## src/sv/wpb_ram.sv

```systemverilog
// Generic single-write, single-read RAM with registered read data.
// No dependencies.
module wpb_ram #(
  parameter int WIDTH = 8,
  parameter int DEPTH = 256
) (
  input  logic                     clk,
  input  logic                     we,
  input  logic [$clog2(DEPTH)-1:0] waddr,
  input  logic [WIDTH-1:0]         wdata,
  input  logic [$clog2(DEPTH)-1:0] raddr,
  output logic [WIDTH-1:0]         rdata
);
  logic [WIDTH-1:0] mem [DEPTH];

  always_ff @(posedge clk) begin
    if (we) begin
      mem[waddr] <= wdata;
    end
    rdata <= mem[raddr];
  end
endmodule

```

## config.mk

```make
export PLATFORM = sky130hd
export DESIGN_NAME = wpb_ram
export DESIGN_NICKNAME = d
export VERILOG_FILES = /design/src/sv/wpb_ram.sv
export SDC_FILE = /design/constraint.sdc
export NUM_CORES = 2
export LEC_CHECK = 0
export BUFFER_PORTS_ARGS = -buffer_cell sky130_fd_sc_hd__buf_4
export CORE_ASPECT_RATIO = 0.5
export CORE_MARGIN = 2
export CORE_UTILIZATION = 50
export DETAILED_ROUTE_END_ITERATION = 10
export GPL_ROUTABILITY_DRIVEN = 0
export HOLD_SLACK_MARGIN = 0.06
export PLACE_DENSITY_LB_ADDON = 0.15
export SETUP_SLACK_MARGIN = 0.2
export SLEW_MARGIN = 25
export SYNTH_ARGS = -nofsm -noshare
export SYNTH_HDL_FRONTEND = slang
export SYNTH_SLANG_ARGS = --single-unit
```

## constraint.sdc

```tcl
create_clock -name clk -period 2.08 [get_ports clk]
set_clock_uncertainty 0.15 [all_clocks]
set_input_delay 0.104 -clock clk [delete_from_list [all_inputs] [get_ports clk]]
set_output_delay 0.104 -clock clk [all_outputs]
set_load 0.05 [all_outputs]
```

==> results.md <==
* Status: complete, but fails checks
* Failing checks: negative setup slack
* CTS clock-pin slew for the worst setup and hold paths at 0.07 ns
* Site row count at 103
* IR drop worst, VDD at ~0.00067 V
* Final Max Tran Viols at 0
* Vias in the first global route at a little over 40k
* Core footprint at 158000 sq um
* Remaining Overflow, GRT at 0
* First-pass GRT wire length at between 200000 and 300000 microns
* Die Ht at around 290 microns
* R2r setup slk at -0.51 ns
* Ranking of synthesized cells by area: edfxtp_1 77%, mux4_2 13%, mux2i_1 1.7%, nor2_1 1.3%, a22oi_1 1.3%
* Final Net Count at approximately 4.5k
* # clock sinks at 2056
* Largest net degree at the start of global routing at 93
* Layout Cells excl Fill at between 6k and 7k
* Period utilisation layout at 1.24
* Asr flop ratio synth at 0
* Via count at between 40k and 50k
* Hold_sp: wdata[0]
* Worst Reg-to-Reg Cells at 7
* Main synth FF type: edfxtp_1
* Drt drc at 0
* Yosys warns at 0
* Final setup viols at 8
* Final instance area at between 90000 and 100000 sq um
* EDFF count, synth at just over 2k
* Pre-CTS WS at -1.71 ns
* Clock Latency Late Sink at approximately 0.84 ns
* Hold Path End: mem[241][0]
* Power Total at between 0.08 and 0.09 W
* Hold Path Stages at 2
* R2R Path Start: mem[83][6]
* Port bufs at 33
* Top post-synthesis cells by count: 2048 x edfxtp_1, 454 x mux4_2, 282 x nor2_1
* Top-area cell type share of the netlist area at 0.773
* Detail Placement HPWL at between 100000 and 150000 microns
* Die ar. at between 150000 and 200000 sq um
* Max-slew headroom at 0.403
* Number of max-cap violations at 0
* H-tree levels at 4
* Wire per inst at a little over 30 microns
* RSZ-0062 raised after global routing: true
* Die width at 568 microns
* CTS tree: done
* Critical path data required time at between 2 and 3 ns
* Routed wire length at a little over 200000 microns
* Clock Tree Root: clkbuf_16
* DR vias/cell at approximately 6.2
* DP Cell Count at approximately 6.4k
* Worst-margin pin slew at ~0.90 ns
* Worst EP arrival at 3.11 ns
* Lkg Pwr at about 31 nW
* ANT nets after route at 0
* PwrDens at 895 nW/um^2
* Cell Area, Placed at 87800 sq um
* Crit-path max FO at 1
* Syn Inst Count at between 3k and 4k
* First-iteration detailed-routing DRC count at about 5.5k
* Avg Cell Area, Syn at 21.3 sq um
* Synth Register Bits at 2056
* Syn Nets at approximately 3.8k
* Final core occ at 0.597
* Seq/Total Area, Yosys at 0.775
* Synth unique cells at between 50 and 60
* Starting Density at 0.504
* Max Fclk at about 390 MHz
* Cts bufs inserted at around 180
* Hold Path Class: in2reg
* Syn Std Cell Area at around 80000 sq um
* Startpoint Class: flip-flop
* Area grow syn2layout at 18.5%
* Final hold violation count at 0
* Crit. End Element: flip-flop
* Yosys top cell by area: edfxtp_1
* Crit path kind: reg2reg
* Drt pass-1 iters at 6
* GRT Util Overall at 0.257
* Most common cell in the netlist: edfxtp_1
* Clock buffer depth at 4
* Initial antenna violation count at 15
* Setup WS post-layout at -0.506 ns
* Post-layout minimum cycle time at 2.59 ns
* IO Count at 34
* Layout cells sized above 1 at 0.338
* Reg2reg end: rdata[6]
==> cells by family after synthesis <==
family / synth area share
buf+inv: 0.0183
flops: 0.775
compound gates: 0.0342
mux: 0.146
simple gates: 0.0263
==> worst max path at each step <==
stage               cells after the start  endpoint  slack, ns        from
floorplan                               9  rdata[0]      0.007    raddr[0]
global placement                        9  rdata[3]      -1.75    raddr[0]
detailed placement                      9  rdata[3]      -1.71    raddr[0]
CTS                                     7  rdata[6]      -0.50  mem[83][6]
global route                            7  rdata[6]      -0.62  mem[81][6]
finish                                  7  rdata[6]      -0.51  mem[83][6]
==> what timing repair did <==
action	CTS	global route
endpoints found under the setup margin	11	148
cloned	0	0
pin swaps	22	14
endpoints found under the hold margin	2839	0
hold buffers	22	0
setup buffers	0	3
gates resized for setup	56	22
==> layout by cell type, fill, tap and decap left out, types with 25 or more instances in the layout <==
| cell | count |
|---|---|
| a21oi_1 | 91 |
| a22oi_1 | 130 |
| buf_12 | 83 |
| buf_4 | 683 |
| clkbuf_1 | 39 |
| clkbuf_16 | 189 |
| clkinv_1 | 38 |
| clkinv_2 | 33 |
| edfxtp_1 | 2048 |
| mux2i_1 | 134 |
| mux4_2 | 454 |
| nand2_1 | 33 |
| nand3_1 | 33 |
| nor2_1 | 276 |
| nor2b_1 | 25 |
| o221ai_1 | 44 |
| o22ai_1 | 28 |
==> flip-flops by register name, summed over array words and instances, names as in the netlist <==
register  flops
mem        2048
rdata         8
==> critical path, cell delays in order, from the launching register on <==
cell and delay [ns]:
edfxtp_1 0.37, mux4_2 0.49, a22o_1 0.28, a221oi_2 0.28
buf_4 0.22, o32ai_4 0.11, nor3_4 0.43, nor4_2 0.11
==> through the flow <==
stage | hold WS (ns) | setup TNS, ns
after floorplan | 0.0529 | 0
after global placement | 0.250 | -11.93
after detailed placement | 0.241 | -9.24
after CTS | 0.0664 | -2.73
after global routing | 0.0918 | -2.89
final | 0.104 | -2.55
==> metal layers <==
metal,routed length (microns),vias up,track usage
met5,33,-,0
met4,4320,6,0.0544
met3,19300,285,0.0456
met2,94200,1994,0.387
met1,89800,22200,0.398
li1,-,17200,-
==> power by group <==
part | leakage [nW] | switching (W) | internal, W | total (W)
Sequential | 18.5 | 0.0000960 | 0.0456 | 0.0457
Combinational | 9.36 | 0.00313 | 0.00211 | 0.00523
Clock | 2.82 | 0.0148 | 0.0186 | 0.0334
Total | 30.6 | 0.0180 | 0.0664 | 0.0844
==> cell type report <==
cell class                      count  area (sq um)
Timing Repair Buffer              804          7230
Antenna cell                        1          2.50
Sequential cell                  2056         61700
Clock inverter                     97           873
Fill cell                       11100         63600
Clock buffer                      229          4890
Inverter                            2          7.51
Multi-Input combinational cell   1442         16900
Tap cell                         2100          2630
(Power assumes the default switching activity.)
