File: src/sv/wpb_pkg.sv
// Shared constants, microcode encoding and control ROM for window_product_below_count.
// No dependencies; imported by the interfaces, the divider and the top level.
package wpb_pkg;

  localparam int MAX_LEN = 32768;
  localparam int AW      = $clog2(MAX_LEN);
  localparam int IW      = $clog2(MAX_LEN + 1);
  localparam int ELEM_W  = 10;
  localparam int THR_W   = 20;
  localparam int PROD_W  = 30;
  localparam int CNT_W   = 30;
  localparam int DIV_CW  = $clog2(PROD_W + 1);
  localparam int CFG_AW  = 3;
  localparam int CFG_DW  = 32;

  localparam logic [IW-1:0]     MAX_IDX   = IW'(MAX_LEN);
  localparam logic [CNT_W-1:0]  COUNT_MAX = '1;
  localparam logic [DIV_CW-1:0] DIV_STEPS = DIV_CW'(PROD_W);

  // register index (paddr word)
  localparam logic [CFG_AW-3:0] REG_THRESHOLD = '0;

  // sequencer steps
  localparam int SW = 3;
  localparam logic [SW-1:0] S_IDLE  = 3'd0;
  localparam logic [SW-1:0] S_STORE = 3'd1;
  localparam logic [SW-1:0] S_CHECK = 3'd2;
  localparam logic [SW-1:0] S_POP   = 3'd3;
  localparam logic [SW-1:0] S_DIVW  = 3'd4;
  localparam logic [SW-1:0] S_TAIL  = 3'd5;
  localparam logic [SW-1:0] S_FIN   = 3'd6;
  localparam logic [SW-1:0] S_EMIT  = 3'd7;

  // datapath operations
  localparam logic [2:0] OP_NONE  = 3'd0;
  localparam logic [2:0] OP_LATCH = 3'd1;
  localparam logic [2:0] OP_STORE = 3'd2;
  localparam logic [2:0] OP_CHECK = 3'd3;
  localparam logic [2:0] OP_POP   = 3'd4;
  localparam logic [2:0] OP_DIVW  = 3'd5;
  localparam logic [2:0] OP_TAIL  = 3'd6;
  localparam logic [2:0] OP_EMIT  = 3'd7;

  // jump conditions
  localparam logic [2:0] C_ALWAYS   = 3'd0;
  localparam logic [2:0] C_NOIN     = 3'd1;
  localparam logic [2:0] C_FULL     = 3'd2;
  localparam logic [2:0] C_NOSHRINK = 3'd3;
  localparam logic [2:0] C_DZERO    = 3'd4;
  localparam logic [2:0] C_DIVBUSY  = 3'd5;
  localparam logic [2:0] C_NOTLAST  = 3'd6;
  localparam logic [2:0] C_OUTBLK   = 3'd7;

  typedef struct packed {
    logic [2:0]    op;
    logic [2:0]    cond;
    logic [SW-1:0] tgt_t;
    logic [SW-1:0] tgt_f;
  } ucw_t;

  function automatic ucw_t ucode(input logic [SW-1:0] step);
    ucw_t w;
    case (step)
      S_IDLE:  w = '{op: OP_LATCH, cond: C_NOIN,     tgt_t: S_IDLE,  tgt_f: S_STORE};
      S_STORE: w = '{op: OP_STORE, cond: C_FULL,     tgt_t: S_FIN,   tgt_f: S_CHECK};
      S_CHECK: w = '{op: OP_CHECK, cond: C_NOSHRINK, tgt_t: S_TAIL,  tgt_f: S_POP};
      S_POP:   w = '{op: OP_POP,   cond: C_DZERO,    tgt_t: S_CHECK, tgt_f: S_DIVW};
      S_DIVW:  w = '{op: OP_DIVW,  cond: C_DIVBUSY,  tgt_t: S_DIVW,  tgt_f: S_CHECK};
      S_TAIL:  w = '{op: OP_TAIL,  cond: C_ALWAYS,   tgt_t: S_FIN,   tgt_f: S_FIN};
      S_FIN:   w = '{op: OP_NONE,  cond: C_NOTLAST,  tgt_t: S_IDLE,  tgt_f: S_EMIT};
      S_EMIT:  w = '{op: OP_EMIT,  cond: C_OUTBLK,   tgt_t: S_EMIT,  tgt_f: S_IDLE};
      default: w = '{op: OP_NONE,  cond: C_ALWAYS,   tgt_t: S_IDLE,  tgt_f: S_IDLE};
    endcase
    return w;
  endfunction

endpackage

File: src/sv/wpb_div.sv
// Restoring radix-2 divider: product by one window element, one quotient bit per cycle.
// Depends on wpb_pkg for widths.
module wpb_div import wpb_pkg::*; (
  input  logic              clk,
  input  logic              rst_n,
  input  logic              start,
  input  logic [PROD_W-1:0] dividend,
  input  logic [ELEM_W-1:0] divisor,
  output logic              busy,
  output logic [PROD_W-1:0] quotient
);
  logic [DIV_CW-1:0] cnt_r, cnt_nxt;
  logic [PROD_W-1:0] quo_r, quo_nxt;
  logic [ELEM_W-1:0] rem_r, rem_nxt;
  logic [ELEM_W-1:0] dsr_r, dsr_nxt;
  logic [ELEM_W:0]   trial;

  assign busy     = (cnt_r != '0);
  assign quotient = quo_r;
  assign trial    = {rem_r, quo_r[PROD_W-1]};

  always_comb begin
    cnt_nxt = cnt_r;
    quo_nxt = quo_r;
    rem_nxt = rem_r;
    dsr_nxt = dsr_r;
    if (start) begin
      cnt_nxt = DIV_STEPS;
      quo_nxt = dividend;
      rem_nxt = '0;
      dsr_nxt = divisor;
    end else if (busy) begin
      cnt_nxt = cnt_r - 1'b1;
      if (trial >= {1'b0, dsr_r}) begin
        rem_nxt = ELEM_W'(trial - {1'b0, dsr_r});
        quo_nxt = {quo_r[PROD_W-2:0], 1'b1};
      end else begin
        rem_nxt = trial[ELEM_W-1:0];
        quo_nxt = {quo_r[PROD_W-2:0], 1'b0};
      end
    end
  end

  always_ff @(posedge clk) begin
    if (!rst_n) begin
      cnt_r <= '0;
    end else begin
      cnt_r <= cnt_nxt;
    end
    quo_r <= quo_nxt;
    rem_r <= rem_nxt;
    dsr_r <= dsr_nxt;
  end
endmodule

File: config.mk
export PLATFORM = sky130hd
export DESIGN_NAME = wpb_div
export DESIGN_NICKNAME = d
export VERILOG_FILES = /design/src/sv/wpb_pkg.sv /design/src/sv/wpb_div.sv
export SDC_FILE = /design/constraint.sdc
export NUM_CORES = 1
export LEC_CHECK = 0
export BUFFER_PORTS_ARGS = -buffer_cell sky130_fd_sc_hd__buf_2
export CAP_MARGIN = 0
export CORE_ASPECT_RATIO = 0.8
export CORE_UTILIZATION = 50
export DETAILED_ROUTE_END_ITERATION = 6
export GPL_TIMING_DRIVEN = 0
export HOLD_SLACK_MARGIN = 0.15
export PLACE_DENSITY = 0.88
export SYNTH_ARGS = -nofsm -noshare
export SYNTH_HDL_FRONTEND = slang
export SYNTH_SLANG_ARGS = --single-unit
File: constraint.sdc
create_clock -name clk -period 7.5 [get_ports clk]
set_clock_uncertainty 0.2 [all_clocks]
set_input_delay 1.125 -clock clk [delete_from_list [all_inputs] [get_ports clk]]
set_output_delay 1.125 -clock clk [all_outputs]
set_load 0.02 [all_outputs]
==> results.toml, run 1 <==
[finish]
layout-drive-gt1-share = 0.409
mostFrequentLayoutCell = "buf_2"
final_core_util = 0.625
area_growth_pct = 19.6
mostFrequentLayoutCells = "buf_2, edfxtp_1, mux2_2"
nets = 367
diodes = 0

[synthesis]
synthArstFlopShare = 0
avgSynthCellArea_um2 = 12.3
syn_inst = 232
ys_warn_count = 0
syn_nets = 287
synth_edf_count = 40
synth_cell_types = 47
ys_seq_elements = 55
ys_seq_area_frac = 0.525
synth_area_mm2 = 0.00286
synthFlopType = "edfxtp_1"

[timing]
worst_slew_pin_slew_ns = 1.23
setup_total_negative_slack_ns = 0
max-slew-margin-rel = 0.177
hold_viol = 0
rsz0062_at_grt = "false"
fin_crit_ns = 3.27
slew_violations = 0
fmax_ghz = 0.306
setup_violations = 0
whs_ns = 0.303
finalCritPeriodShare = 0.435

[clock_network]
cts_buffer_depth = 2
cts_htree_levels = 2
cts.sinks = 55
path_clk_slew_ns = 0.10
cts_made_buffers = 5
cts_setup_buffers = 0
clockRootBuffer = "clkbuf_8"
ctsHoldBuffers = 0
clk_latency_ns = 0.32
ctsResizeCount = 0
cts_tree = "done"

[floorplanning]
start_util = 0.523
coreArea_mm2 = 0.00547
dieArea_mm2 = 0.00602
die-height_um = 69.6
die_x_um = 86.5
rows = 24
io_pins = 74

[pwr]
p_leak_nw = 1.47
powerDensity_mw_per_mm2 = 303
vdd_drop_max_v = 0.000175

[worst_setup_path]
path_class = "register to output pin"
required_ns = 6.17
arrival_ns = 1.94
critPathLaunchType = "register"
endpoint_kind = "output pin"
crit_fanout = 10

[min_path]
hp-class = "register to register"

[detailed_routing]
drtPass1Iterations = 4
wl_mm = 5.80
vias = 2110
vias_per_cell = 5.40
ant_nets = 0
drcViolationCount = 0
wl_per_cell_um = 14.8
drtIter0Drc = 122

[global_route]
overflow = 0
grt_max_degree = 31
grtUsageTotal = 0.198
antenna_found_initial = 0
grt_pass1_wl_mm = 9.14
grt_pass1_vias = 1979

[outcome]
status = "completed"

[placement]
dp_hpwl_mm = 4.33
port_buffers = 73
gp_congestion = 0.832

[flow_run]
maxCapViolations = 0
## flip-flops by register name (all words and copies together) (netlist names)
signal,flops
rem_r,10
dsr_r,10
quotient,30
cnt_r,5
## layout make-up
class | instances | area [um^2]
buffer | 10 | 91.3
timing repair buffer | 73 | 365
clock inverter | 3 | 27.5
sequential | 55 | 1500
multi-input combinational | 151 | 1200
clock buffer | 5 | 68.8
inverter | 16 | 60.1
tap | 78 | 97.6
fill | 441 | 2050
## worst max-delay path: stages, from the launching register on
cell	delay, ns
dfxtp_1	0.33
inv_1	0.08
ha_1	0.20
nand2_1	0.12
nor2_4	0.18
clkinv_1	0.28
clkbuf_8	0.26
buf_2	0.16
## Yosys cell counts, types with 2 or more instances
cell type,instances,share of area
edfxtp_1,40,0.42
dfxtp_1,15,0.11
nor4_1,4,0.0088
clkbuf_8,3,0.014
o21ai_0,4,0.0070
o21bai_1,3,0.0079
a311oi_1,3,0.0092
nor3_1,11,0.019
o211a_1,2,0.0070
a211oi_1,4,0.011
mux2_2,30,0.12
xnor2_1,5,0.015
a21o_1,3,0.0079
a21oi_1,8,0.014
inv_1,15,0.020
nand3_1,3,0.0053
ha_1,11,0.048
nor2_1,18,0.024
buf_6,3,0.012
or3_1,3,0.0066
nand2_1,11,0.014
o211ai_1,2,0.0053
o21a_1,5,0.013
clkbuf_1,3,0.0039
## kinds of logic after synthesis
group           count (synthesis)  share of synthesized area
mux                            31                      0.122
fa+ha+maj                      12                     0.0552
xor+xnor                        6                     0.0184
buf+inv                        26                     0.0530
flops                          55                      0.525
simple gates                   57                     0.0989
compound gates                 45                      0.127
## through the flow
stage	cells	setup WS, ns	total power (W)	area [um^2]
after global routing	391	4.10	0.00109	3420
final	391	4.23	0.00104	3420
after global placement	383	4.37	0.000843	3320
after detailed placement	383	4.31	0.000864	3320
after floorplan	232	4.87	0.000754	2860
after CTS	391	4.21	0.00104	3420
## power breakdown
part | switching (W) | total, W | internal (W)
registers | 0.0000412 | 0.000431 | 0.000390
clock network | 0.000105 | 0.000174 | 0.0000688
logic | 0.000239 | 0.000431 | 0.000192
## metal layers
layer	vias to the layer above	routed length, um	GRT usage
met1	1010	2550	0.255
met3	9	345	0.0393
met4	0	83	0.0759
met5	-	0	0
met2	65	2820	0.327
li1	1026	-	-
## final timing paths
check	start	to	slack, ns	cells past startpoint
max reg2reg	quotient[29]	rem_r[8]	4.73	10
min reg2reg	rem_r[2]	rem_r[2]	0.30	2
min	rem_r[2]	rem_r[2]	0.30	2
max	cnt_r[0]	busy	4.23	7
No activity file was read; power rests on OpenSTA's default activity.
==> run 2, diff against run 1 <==
--- a/config.mk
+++ b/config.mk
@@ -5,10 +5,11 @@
 export SDC_FILE = /design/constraint.sdc
 export NUM_CORES = 1
 export LEC_CHECK = 0
+export ABC_AREA = 1
 export BUFFER_PORTS_ARGS = -buffer_cell sky130_fd_sc_hd__buf_2
 export CAP_MARGIN = 0
 export CORE_ASPECT_RATIO = 0.8
-export CORE_UTILIZATION = 50
+export CORE_UTILIZATION = 48
 export DETAILED_ROUTE_END_ITERATION = 6
 export GPL_TIMING_DRIVEN = 0
 export HOLD_SLACK_MARGIN = 0.15
==> constraint.sdc (replaced) <==
create_clock -name clk -period 2.9 [get_ports clk]
set_clock_uncertainty 0.2 [all_clocks]
set_input_delay 0.435 -clock clk [delete_from_list [all_inputs] [get_ports clk]]
set_output_delay 0.435 -clock clk [all_outputs]
set_load 0.02 [all_outputs]
==> results.toml, run 2 <==
[clock_network]
clk_latency_ns = 0.30
ctsResizeCount = 0
cts_setup_buffers = 0
cts.sinks = 55
cts_htree_levels = 2
clockRootBuffer = "clkbuf_8"
cts_tree = "done"
path_clk_slew_ns = 0.09
cts_made_buffers = 5
cts_buffer_depth = 2

[pwr]
powerDensity_mw_per_mm2 = 690
seqPwrFrac = 0.434
switching_share = 0.354
internal_power_w = 0.00158
vdd_drop_max_v = 0.000388
switchingPower_w = 0.000867
clkPwrFrac = 0.200
p_leak_nw = 1.85
pwr-share-comb = 0.366

[outcome]
status = "completed"

[global_route]
overflow = 0
grt_pass1_wl_mm = 10.2
grt_max_degree = 37
antenna_found_initial = 0
grtUsageTotal = 0.209
grt_pass1_vias = 2367

[timing]
rsz0062_at_grt = "false"
whs_ns = 0.178
setup_violations = 0
fin_crit_ns = 2.18
setup_total_negative_slack_ns = 0
hold_viol = 0
max-slew-margin-rel = 0.651
finalCritPeriodShare = 0.752
worst_slew_pin_slew_ns = 0.524
fmax_ghz = 0.459
slew_violations = 0
setup_slack_ns = 0.719

[detailed_routing]
vias_per_cell = 4.89
vias = 2550
wl_mm = 6.36
drtIter0Drc = 157
drtPass1Iterations = 5
ant_nets = 0
drcViolationCount = 0
wl_per_cell_um = 12.2

[finish]
area_growth_pct = 23.3
final_core_util = 0.632
largest_reg_flops = 30
diodes = 0
layout-drive-gt1-share = 0.200
mostFrequentLayoutCells = "nand2_1, buf_2, inv_1, edfxtp_1, nand3_1"
mostFrequentLayoutCell = "nand2_1"
nFillCells = 465
nets = 498

[synthesis]
synthFlopType = "edfxtp_1"
synthTopCellsByArea = "edfxtp_1, nand2_1, dfxtp_1"
ys_seq_elements = 55
synthArstFlopShare = 0
synth_edf_count = 40
synth.largest_area_cell = "edfxtp_1"
synth.most_common_cell = "nand2_1"
ys_warn_count = 0
avgSynthCellArea_um2 = 8.15
ys_seq_area_frac = 0.522
synth_top_area_frac = 0.418
syn_inst = 353
syn_nets = 408
synth_cell_types = 26
synth_area_mm2 = 0.00288
synthTopCellsByCount = "nand2_1, edfxtp_1, inv_1"

[worst_setup_path]
worstRegToRegCells = 12
slowest_stage = "dfxtp_1"
r2r_end = "rem_r[8]"
crit-reg2reg-launch = "quotient[29]"
path_buf_inv = 3
path_class = "register to output pin"
endpoint_kind = "output pin"
crit_family = "buffers and inverters"
r2r_slack_ns = 0.80
arrival_ns = 1.55
critPathLaunchType = "register"
crit_fanout = 6
path_depth = 6
required_ns = 2.27
cpPeakStageDelay_ns = 0.33
cp_cell_sequence = "inv_1, ha_1, nand3_1, or2_1, buf_6, buf_2"

[floorplanning]
start_util = 0.512
dieArea_mm2 = 0.00631
io_pins = 74
die-height_um = 71.2
rows = 24
die_x_um = 88.6
coreArea_mm2 = 0.00562

[placement]
dp_hpwl_mm = 4.68
gp_congestion = 0.932
place_ws_ns = 0.706
port_buffers = 73

[min_path]
hold_start = "rst_n"
min_to = "cnt_r[1]"
holdPathStages = 3
hp-class = "primary input to register"

[flow_run]
maxCapViolations = 0
==> run 2: cell count changes in the layout (fill, tap and decap cells not counted), moves of 4 or more <==
cell	previous run	this run
nand2_1	11	159
mux2_2	30	0
inv_1	15	40
nand3_1	3	23
dlygate4sd3_1	0	10
nor3_1	11	1
nand3b_1	0	6
clkbuf_1	3	8
o21a_1	5	0
o21ai_1	0	5
a211oi_1	4	0
nor2_1	18	14
nor4_1	4	0
o21ai_0	4	0
==> run 2: worst min-delay path: stages <==
cell	delay [ns]
buf_2	0.12
o21ai_2	0.05
a21oi_1	0.03
==> run 2: through the flow <==
stage / std cells / area [um^2] / total power (W)
floorplan: 353 / 2880 / 0.00172
global placement: 504 / 3340 / 0.00192
detailed placement: 504 / 3340 / 0.00195
CTS: 522 / 3550 / 0.00245
global route: 522 / 3550 / 0.00261
finish: 522 / 3550 / 0.00245
==> run 2: worst max-delay path by stage <==
| stage | to | slack (ns) | start |
|---|---|---|---|
| after detailed placement | rem_r[3] | 0.71 | start |
| after CTS | busy | 0.71 | cnt_r[0] |
| after floorplan | rem_r[8] | 0.90 | quotient[29] |
| after global routing | rem_r[1] | 0.60 | dsr_r[3] |
| after global placement | rem_r[2] | 0.70 | start |
| final | busy | 0.72 | cnt_r[0] |
==> run 2: area by class of cell <==
type,count,area (um^2),share of cell area
Sequential cell,55,1500,0.423
Multi-Input combinational cell,243,1140,0.322
Timing Repair Buffer,83,465,0.131
Inverter,43,166,0.0469
Tap cell,78,97.6,0.0275
Clock buffer,5,68.8,0.0194
Buffer,12,65.1,0.0183
Clock inverter,3,38.8,0.0109
==> run 2: kinds of logic after synthesis <==
group	after synthesis	synth area share
compound gates	16	0.0300
fa+ha+maj	12	0.0548
simple gates	211	0.301
xor+xnor	4	0.0122
flops	55	0.522
buf+inv	55	0.0805
==> run 2: repair_timing <==
| item | in CTS | in global routing |
|---|---|---|
| endpoints found under the setup margin | 0 | 0 |
| hold endpoints to repair | 10 | 0 |
| hold buffers | 10 | 0 |
==> run 2: routing by layer <==
layer,global-route usage,share of wire
met1,0.265,0.43
met2,0.356,0.49
met3,0.0369,0.053
met4,0.0824,0.022
met5,0,0
==> run 2: power groups by stage <==
stage	sequential, W	clock, W	combinational [W]
finish	0.00106	0.000489	0.000896
global route	0.00108	0.000524	0.00101
CTS	0.00106	0.000498	0.000886
detailed placement	0.00108	0	0.000867
global placement	0.00107	0	0.000845
floorplan	0.00115	0	0.000571
==> run 3, diff against run 2 <==
--- a/config.mk
+++ b/config.mk
@@ -5,7 +5,7 @@
 export SDC_FILE = /design/constraint.sdc
 export NUM_CORES = 1
 export LEC_CHECK = 0
-export ABC_AREA = 1
+export ABC_AREA = 0
 export BUFFER_PORTS_ARGS = -buffer_cell sky130_fd_sc_hd__buf_2
 export CAP_MARGIN = 0
 export CORE_ASPECT_RATIO = 0.8
==> constraint.sdc (replaced) <==
create_clock -name clk -period 2 [get_ports clk]
set_clock_uncertainty 0.2 [all_clocks]
set_input_delay 0.3 -clock clk [delete_from_list [all_inputs] [get_ports clk]]
set_output_delay 0.3 -clock clk [all_outputs]
set_load 0.02 [all_outputs]
==> results.toml, run 3 (synthesis results as in run 1) <==
[global_route]
met2_usage = 0.463
grt.met3_usage = 0.0478
grtUsageTotal = 0.260
overflow = 0
grt_max_degree = 31
grt_pass1_wl_mm = 12.2
grt_util_met1 = 0.300
grt_pass1_vias = 2529
busiest_layer = "met2"
antenna_found_initial = 0

[timing]
setup_violations = 11
worst_slew_pin_slew_ns = 0.691
hold_viol = 0
rsz0062_at_grt = "true"
fin_crit_ns = 2.45
finalCritPeriodShare = 1.23
fmax_ghz = 0.408
setup_slack_ns = -0.450
max-slew-margin-rel = 0.539
slew_violations = 0

[floorplanning]
rows = 24
die_x_um = 88.3
io_pins = 74
dieArea_mm2 = 0.00627
start_util = 0.512
die-height_um = 71.0
coreArea_mm2 = 0.00559

[pwr]
power_w = 0.00477
powerDensity_mw_per_mm2 = 1130
vdd_drop_max_v = 0.000716
p_leak_nw = 1.77

[finish]
largest_reg_flops = 30
diodes = 0
mostFrequentLayoutCell = "buf_2"
nets = 426
mostFrequentLayoutCells = "buf_2, dlygate4sd3_1, edfxtp_1"
final_cells = 450
area_growth_pct = 47.9
layout-drive-gt1-share = 0.508

[worst_setup_path]
cp_cell_sequence = "inv_2, ha_4, buf_4, nor2b_4, o31a_4, o31ai_4, o211ai_1, buf_6, buf_4, nor3_1, nor4_1"
endpoint_kind = "register"
r2r_slack_ns = -0.45
critPathLaunchType = "register"
path_class = "register to register"
arrival_ns = 2.45
slowest_stage = "edfxtp_1"
r2r_end = "rem_r[6]"
worstRegToRegCells = 11
crit-reg2reg-launch = "quotient[29]"
path_common_cell = "buf_4"
cpPeakStageDelay_ns = 0.45
crit_start = "quotient[29]"
worstSetupEndpoint = "rem_r[6]"
crit_fanout = 4
required_ns = 2.00

[clock_network]
clockRootBuffer = "clkbuf_8"
cts_htree_levels = 2
clk_latency_ns = 0.32
cts.sinks = 55
path_clk_slew_ns = 0.11
cts_tree = "done"
cts_buffer_depth = 2
cts_made_buffers = 5

[placement]
gp_congestion = 0.815
place_inst = 383
place_ws_ns = -0.443
port_buffers = 73
dp_hpwl_mm = 4.44

[detailed_routing]
wl_per_cell_um = 18.7
drcViolationCount = 0
ant_nets = 0
drtPass1Iterations = 5
vias_per_cell = 5.60
vias = 2519
drtIter0Drc = 257
wl_mm = 8.41

[outcome]
violations = "setup timing"
status = "complete, but fails checks"

[min_path]
hp-class = "primary input to register"
holdPathStages = 1

[flow_run]
maxCapViolations = 0
[run 3: changes by cell type in the layout (fill, tap and decap cells not counted), moves of 6 or more]
cell / change
nand3b_1: -6
ha_1: -8
buf_4: +17
dlygate4sd3_1: +31
mux2_2: +30
nand3_1: -21
inv_1: -30
nand2_1: -150
[run 3: area by class of cell]
type                       count  area (um^2)
buffer                        10         93.8
clock buffer                   5         68.8
clock inverter                 3         28.8
fill                         343         1360
inverter                      16         65.1
multi-input combinational    151         1440
sequential                    55         1510
tap                           78         97.6
timing repair buffer         132          921
[run 3: worst min-delay path by stage]
stage,to,slack [ns],start
global route,dsr_r[3],0.16,start
CTS,dsr_r[3],0.15,start
detailed placement,dsr_r[5],0.28,divisor[5]
floorplan,dsr_r[0],0.20,divisor[0]
global placement,dsr_r[6],0.28,divisor[6]
finish,dsr_r[3],0.15,start
[run 3: through the flow]
step                hold slack, ns   util  area (um^2)  setup TNS (ns)
finish                       0.145  0.757         4230           -4.19
global route                 0.158  0.757         4230           -4.78
CTS                          0.152  0.727         4060           -3.52
detailed placement           0.279  0.601         3360           -6.44
global placement             0.277  0.601         3360           -4.45
floorplan                    0.199      -         2900           -1.84
[run 3: where the power goes]
group | internal, W | leakage, nW | switching, W | total [W]
logic | 0.00114 | 1.19 | 0.00128 | 0.00242
registers | 0.00147 | 0.539 | 0.000207 | 0.00168
clock network | 0.000261 | 0.0502 | 0.000409 | 0.000670
[run 3: timing repair]
action	CTS	global route
hold endpoints to repair	45	0
hold buffers	41	0
pin swaps	18	11
gates cloned	1	0
setup endpoints to repair	42	32
setup buffers	12	5
gates resized for setup	24	28
[run 3: worst max-delay path, delay by kind of cell, from the launching register on]
family / cells / cell delay (ns)
and+or+nand+nor: 3 / 0.32
AOI/OAI and AO/OA: 3 / 0.68
DFF: 1 / 0.45
buffers and inverters: 4 / 0.54
adders and majority gates: 1 / 0.13
[run 3: metal layers]
layer,vias up,part of all wire
li1,1140,-
met1,1215,0.37
met2,126,0.53
met3,38,0.062
met4,0,0.039
met5,-,0
